`config.mk`:
```
export PLATFORM = sky130hd
export DESIGN_NAME = acs_ctrl
export DESIGN_NICKNAME = d
export VERILOG_FILES = /design/src/design/acs_pkg.sv /design/src/design/acs_ctrl.sv
export SDC_FILE = /design/constraint.sdc
export NUM_CORES = 1
export LEC_CHECK = 0
export BUFFER_PORTS_ARGS = -buffer_cell sky130_fd_sc_hd__buf_2
export CORE_AREA = 3 3 40 42
export DETAILED_ROUTE_END_ITERATION = 8
export DIE_AREA = 0 0 43 45
export MAX_ROUTING_LAYER = met4
export PLACE_DENSITY = 0.66
export SYNTH_ARGS = -nofsm -noshare
export SYNTH_HDL_FRONTEND = slang
export SYNTH_SLANG_ARGS = --single-unit
```
`constraint.sdc`:
```
create_clock -name clock -period 1.7 [get_ports clock]
set_input_delay 0.17 -clock clock [delete_from_list [all_inputs] [get_ports clock]]
set_output_delay 0.17 -clock clock [all_outputs]
set_load 0.01 [all_outputs]
```
`src/design/acs_pkg.sv`:
```
package acs_pkg;

   typedef struct packed {
      logic [1:0]         cmd;
      logic [9:0]         mem_address;
      logic signed [31:0] mem_write_data;
      logic signed [31:0] io_read_data;
      logic               io_ok;
   } req_type;

   typedef struct packed {
      logic [2:0]         error_code;
      logic signed [31:0] error_where;
      logic signed [31:0] pc_out;
      logic signed [31:0] acc_out;
      logic signed [31:0] index_out;
      logic signed [31:0] stack_ptr_out;
      logic signed [31:0] mem_read_data;
      logic [1:0]         io_access;
      logic signed [31:0] io_device;
      logic signed [31:0] io_write_data;
   } rsp_type;

   // controller to datapath: one step strobe per controller state
   typedef struct packed {
      logic accept;
      logic mem_write;
      logic mem_read;
      logic fetch;
      logic decode;
      logic arg;
      logic exec;
      logic div_wb;
      logic finish;
   } ctl_type;

   typedef struct packed {
      logic frozen;
      logic fault;
      logic need_arg;
      logic need_div;
      logic div_done;
   } stat_type;

   localparam logic [1:0] CMD_EXEC  = 2'd0;
   localparam logic [1:0] CMD_WRITE = 2'd1;
   localparam logic [1:0] CMD_READ  = 2'd2;
   localparam logic [1:0] CMD_NONE  = 2'd3;

   localparam logic [2:0] ERR_NONE   = 3'd0;
   localparam logic [2:0] ERR_HALT   = 3'd1;
   localparam logic [2:0] ERR_OPCODE = 3'd2;
   localparam logic [2:0] ERR_ADDR   = 3'd3;
   localparam logic [2:0] ERR_IO     = 3'd4;
   localparam logic [2:0] ERR_STACK  = 3'd5;

   localparam logic [1:0] FLAG_NONE    = 2'd0;
   localparam logic [1:0] FLAG_LESS    = 2'd1;
   localparam logic [1:0] FLAG_EQUAL   = 2'd2;
   localparam logic [1:0] FLAG_GREATER = 2'd3;

   localparam logic [1:0] IO_NONE  = 2'd0;
   localparam logic [1:0] IO_READ  = 2'd1;
   localparam logic [1:0] IO_WRITE = 2'd2;

   localparam logic [10:0] STACK_BASE_RESET = 11'd512;

   localparam logic [4:0] OP_NOP   = 5'd0;
   localparam logic [4:0] OP_HALT  = 5'd1;
   localparam logic [4:0] OP_LDI   = 5'd2;
   localparam logic [4:0] OP_LDD   = 5'd3;
   localparam logic [4:0] OP_LDX   = 5'd4;
   localparam logic [4:0] OP_STD   = 5'd5;
   localparam logic [4:0] OP_STX   = 5'd6;
   localparam logic [4:0] OP_TAX   = 5'd7;
   localparam logic [4:0] OP_TXA   = 5'd8;
   localparam logic [4:0] OP_INX   = 5'd9;
   localparam logic [4:0] OP_ADD   = 5'd10;
   localparam logic [4:0] OP_SUB   = 5'd11;
   localparam logic [4:0] OP_MUL   = 5'd12;
   localparam logic [4:0] OP_DIV   = 5'd13;
   localparam logic [4:0] OP_REM   = 5'd14;
   localparam logic [4:0] OP_NEG   = 5'd15;
   localparam logic [4:0] OP_JMP   = 5'd16;
   localparam logic [4:0] OP_JZ    = 5'd17;
   localparam logic [4:0] OP_JNZ   = 5'd18;
   localparam logic [4:0] OP_IN    = 5'd19;
   localparam logic [4:0] OP_OUT   = 5'd20;
   localparam logic [4:0] OP_CMP   = 5'd21;
   localparam logic [4:0] OP_JGT   = 5'd22;
   localparam logic [4:0] OP_JLT   = 5'd23;
   localparam logic [4:0] OP_JEQ   = 5'd24;
   localparam logic [4:0] OP_PUSHA = 5'd25;
   localparam logic [4:0] OP_POPA  = 5'd26;
   localparam logic [4:0] OP_PUSHX = 5'd27;
   localparam logic [4:0] OP_POPX  = 5'd28;
   localparam logic [4:0] OP_BAD   = 5'd31;
   localparam logic [31:0] OP_COUNT = 32'd29;

endpackage

```
`src/design/acs_ctrl.sv`:
```
module acs_ctrl (
   input  logic              clock,
   input  logic              reset,
   input  logic              req_valid,
   input  logic [1:0]        req_cmd,
   output logic              req_stall,
   output logic              rsp_valid,
   input  logic              rsp_stall,
   input  acs_pkg::stat_type stat,
   output acs_pkg::ctl_type  ctl
);

   localparam logic [3:0] S_IDLE = 4'd0;
   localparam logic [3:0] S_MEMW = 4'd1;
   localparam logic [3:0] S_MEMR = 4'd2;
   localparam logic [3:0] S_OP   = 4'd3;
   localparam logic [3:0] S_DEC  = 4'd4;
   localparam logic [3:0] S_ARG  = 4'd5;
   localparam logic [3:0] S_EXEC = 4'd6;
   localparam logic [3:0] S_DIV  = 4'd7;
   localparam logic [3:0] S_FIN  = 4'd8;

   logic [3:0] state_ff, state_in;
   logic       rsp_valid_ff, rsp_valid_in;

   always_comb begin
      state_in   = state_ff;
      ctl        = '0;
      ctl.accept = (state_ff == S_IDLE) && req_valid;
      ctl.finish = (state_ff == S_FIN) && (!rsp_valid_ff || !rsp_stall);
      unique case (state_ff)
         S_IDLE: begin
            if (req_valid) begin
               unique case (req_cmd)
                  acs_pkg::CMD_EXEC:  state_in = stat.frozen ? S_FIN : S_OP;
                  acs_pkg::CMD_WRITE: state_in = S_MEMW;
                  acs_pkg::CMD_READ:  state_in = S_MEMR;
                  default:            state_in = S_FIN;
               endcase
            end
         end
         S_MEMW: begin
            ctl.mem_write = 1'b1;
            state_in      = S_FIN;
         end
         S_MEMR: begin
            ctl.mem_read = 1'b1;
            state_in     = S_FIN;
         end
         S_OP: begin
            ctl.fetch = 1'b1;
            state_in  = stat.fault ? S_FIN : S_DEC;
         end
         S_DEC: begin
            ctl.decode = 1'b1;
            if (stat.fault) state_in = S_FIN;
            else state_in = stat.need_arg ? S_ARG : S_EXEC;
         end
         S_ARG: begin
            ctl.arg  = 1'b1;
            state_in = stat.fault ? S_FIN : S_EXEC;
         end
         S_EXEC: begin
            ctl.exec = 1'b1;
            state_in = stat.need_div ? S_DIV : S_FIN;
         end
         S_DIV: begin
            ctl.div_wb = stat.div_done;
            if (stat.div_done) state_in = S_FIN;
         end
         S_FIN: begin
            if (ctl.finish) state_in = S_IDLE;
         end
         default: state_in = S_IDLE;
      endcase
      // hold the word until taken, reload on finish
      rsp_valid_in = ctl.finish || (rsp_valid_ff && rsp_stall);
   end

   always_ff @(posedge clock) begin
      if (reset) begin
         state_ff     <= S_IDLE;
         rsp_valid_ff <= 1'b0;
      end else begin
         state_ff     <= state_in;
         rsp_valid_ff <= rsp_valid_in;
      end
   end

   assign req_stall = state_ff != S_IDLE;
   assign rsp_valid = rsp_valid_ff;

   a_finish_shows: assert property (@(posedge clock) disable iff (reset)
      ctl.finish |=> rsp_valid_ff)
      else $error("finished word not presented");

   a_one_step: assert property (@(posedge clock) disable iff (reset)
      $onehot0({ctl.mem_write, ctl.mem_read, ctl.fetch, ctl.decode, ctl.arg, ctl.exec,
                ctl.div_wb}))
      else $error("more than one datapath step at once");

   a_frozen_skip: assert property (@(posedge clock) disable iff (reset)
      (ctl.accept && req_cmd == acs_pkg::CMD_EXEC && stat.frozen) |=> state_ff == S_FIN)
      else $error("execute ran with sticky error set");

   a_exec_done: assert property (@(posedge clock) disable iff (reset)
      (state_ff == S_EXEC && !stat.need_div) |=> state_ff == S_FIN)
      else $error("execute did not finish");

endmodule

```
==> impl_metrics.env <==
export IMPL_status="finished clean"
export IMPL_root_buffer="clkbuf_4"
export IMPL_min_from="reset"
export IMPL_post_route_period_util_pct=91.0
export IMPL_grt_usage_pct=14.1
export IMPL_synthTopCellsByArea="dfxtp_1, nor3_1, nor2b_1, nand2b_1, inv_1"
export IMPL_crit_arrival_ps=1380
export IMPL_diodes=0
export IMPL_synthCells=70
export IMPL_netlist_area_um2=497
export IMPL_gp_congestion=0.788
export IMPL_yosys_area_top_type_share_pct=20.2
export IMPL_drv_slew=0
export IMPL_seq_power_share_pct=37.0
export IMPL_synthTopCellsByCount="nor3_1, inv_1, nor2_1"
export IMPL_drt_iter0_drc=15
export IMPL_switching_share_pct=31.9
export IMPL_start_util_pct=38.7
export IMPL_finClkSkew_ps=3.76
export IMPL_syn_to_final_growth_pct=25.2
export IMPL_drive_above_1_share_pct=30.8
export IMPL_drt_first_pass_iters=4
export IMPL_totalWireLength_um=1230
export IMPL_crit_required_ps=1530
export IMPL_io_pin_count=22
export IMPL_synth_area_mux_share_pct=2.27
export IMPL_yosysSeqAreaShare_pct=20.2
export IMPL_die_area_um2=1940
export IMPL_power_density_nw_per_um2=611
export IMPL_rows=13
export IMPL_grt_max_degree=16
export IMPL_comb_power_share_pct=24.6
export IMPL_worstReg2RegStart="state_ff[2]"
export IMPL_io_buffers=21
export IMPL_p_leak_uw=0.000292
export IMPL_synth_compound_area_share_pct=22.2
export IMPL_clock_path_buffers=2
export IMPL_whs_ps=154
export IMPL_grt_pass1_vias=492
export IMPL_cts_buffers=3
export IMPL_synth_async_reset_ratio_pct=0
export IMPL_num_nets_final=104
export IMPL_finalSetupViolations=0
export IMPL_drc=0
export IMPL_vias_per_cell=5.23
export IMPL_worstMarginPinSlew_ps=511
export IMPL_synth_seq_cells=5
export IMPL_antenna_left=0
export IMPL_drv_cap=0
export IMPL_hold_viol=0
export IMPL_vias=554
export IMPL_rsz0062_at_grt="no"
export IMPL_syn_nets=82
export IMPL_yosysUniqueCellTypes=32
export IMPL_synth_edf_count=0
export IMPL_synth_fa_ha_area_share_pct=2.52
export IMPL_clock_sinks=5
export IMPL_setup_worst_path_start_class="register"
export IMPL_cp_end_kind="output port"
export IMPL_ys_flop_type="dfxtp_1"
export IMPL_critical_path_startpoint="state_ff[2]"
export IMPL_synth_top_area_cell="dfxtp_1"
export IMPL_core_um2=1280
export IMPL_timing_fmax_mhz=646
export IMPL_synth_warning_count=0
export IMPL_dp_hpwl_um=950
export IMPL_tns_ps=0
export IMPL_path_max_fanout=14
export IMPL_chipHeight_um=45
export IMPL_post_route_min_period_ps=1550
export IMPL_detail_route_wl_per_cell_um=11.6
export IMPL_net_switching_power_uw=121
export IMPL_synth_most_common_cell="nor3_1"
export IMPL_grt_overflow=0
export IMPL_synth_top_family_by_area="simple AND/OR/NAND/NOR gates"
export IMPL_die_x_um=43
export IMPL_clk_pin_slew_worst_paths_ps=50
export IMPL_internal_power_uw=259
export IMPL_synth_xor_area_share_pct=0
export IMPL_insertion_delay_ps=250
export IMPL_antenna_found_initial=0
export IMPL_hp_class="in -> reg"
export IMPL_grt_pass1_wl_um=2040
export IMPL_hold_buffers=0
export IMPL_max_slew_margin_rel_pct=65.6
export IMPL_synthSimpleGateAreaFrac_pct=42.6
export IMPL_ir_worst_vdd_mv=0.290
export IMPL_critPathKind="reg -> out"
export IMPL_fillerInstances=141
export IMPL_clkPwrFrac_pct=38.4
export IMPL_avgSynthCellArea_um2=7.10
export IMPL_cts_tree="done"
export IMPL_h_tree_depth=1
-- power groups by stage --
stage          clock (µW)  combinational (µW)  sequential (µW)
2_1_floorplan           0                68.2              131
3_5_place_dp            0                93.7              142
6_report              146                93.7              140
5_1_grt               151                 107              142
3_3_place_gp            0                93.4              142
4_1_cts               146                94.2              140
-- critical path, cell delays in order, from the launching register on --
cell      delay (ps)
dfxtp_1          610
nand2b_1         200
nor3_1           160
buf_2            160
-- logic make-up after synthesis --
logic type | after synthesis
adders and majority gates | 1
and+or+nand+nor | 37
AOI/OAI and AO/OA | 16
buffers and inverters | 10
DFF | 5
muxes | 1
-- flip-flops by register name (all words and copies together), names as in the netlist --
register,flops
rsp_valid,1
state_ff,4
-- metal layers --
metal,global-route usage (%),routed length [µm],up-vias
met5,-,0,-
met1,17.3,575,234
met3,0.398,74,3
met4,7.23,19,0
li1,-,-,297
met2,23.7,561,20
-- stage by stage --
stage | cells | total power (µW) | area, µm² | util (%) | setup slack, ps
after floorplan | 70 | 199 | 497 | - | 496
final | 106 | 380 | 622 | 48.4 | 152
after global placement | 102 | 235 | 592 | 46.1 | 247
after global routing | 106 | 400 | 622 | 48.4 | 25.1
after CTS | 106 | 380 | 618 | 48.1 | 120
after detailed placement | 102 | 236 | 592 | 46.1 | 254
-- final timing paths --
| check | slack (ps) | depth (start not counted) | endpoint |
|---|---|---|---|
| worst max-delay path | 150 | 3 | ctl[4] |
| worst min-delay path | 150 | 2 | state_ff[1] |
| worst max register to register | 220 | 3 | state_ff[3] |
| worst min register to register | 510 | 2 | state_ff[3] |
-- final cells by class --
cell class	count	area, µm²	share of cell area (%)
Multi-Input combinational cell	55	348	55.9
Timing Repair Buffer	21	105	16.9
Sequential cell	5	101	16.3
Clock buffer	4	26.3	4.23
Inverter	6	22.5	3.62
Tap cell	15	18.8	3.02
-- repair_timing --
| action | 4_1_cts | 5_1_grt |
|---|---|---|
| resized for setup | 0 | 2 |
| setup buffers | 0 | 0 |
| setup endpoints to repair | 0 | 2 |
-- cells in the final DEF (no fill, tap or decap), drive strengths merged, types with 2 or more instances in the layout --
cell / netlist / layout
nor2: 6 / 6
o21ai: 3 / 3
buf: 4 / 21
a21oi: 3 / 3
a31oi: 2 / 2
nor3: 9 / 9
nor2b: 5 / 5
nor3b: 2 / 2
nor4: 2 / 2
nand2: 4 / 4
clkbuf: 0 / 4
dfxtp: 5 / 5
inv: 6 / 6
and3b: 2 / 2
nand2b: 4 / 4
Note: power is estimated with default switching activity, not from simulation.
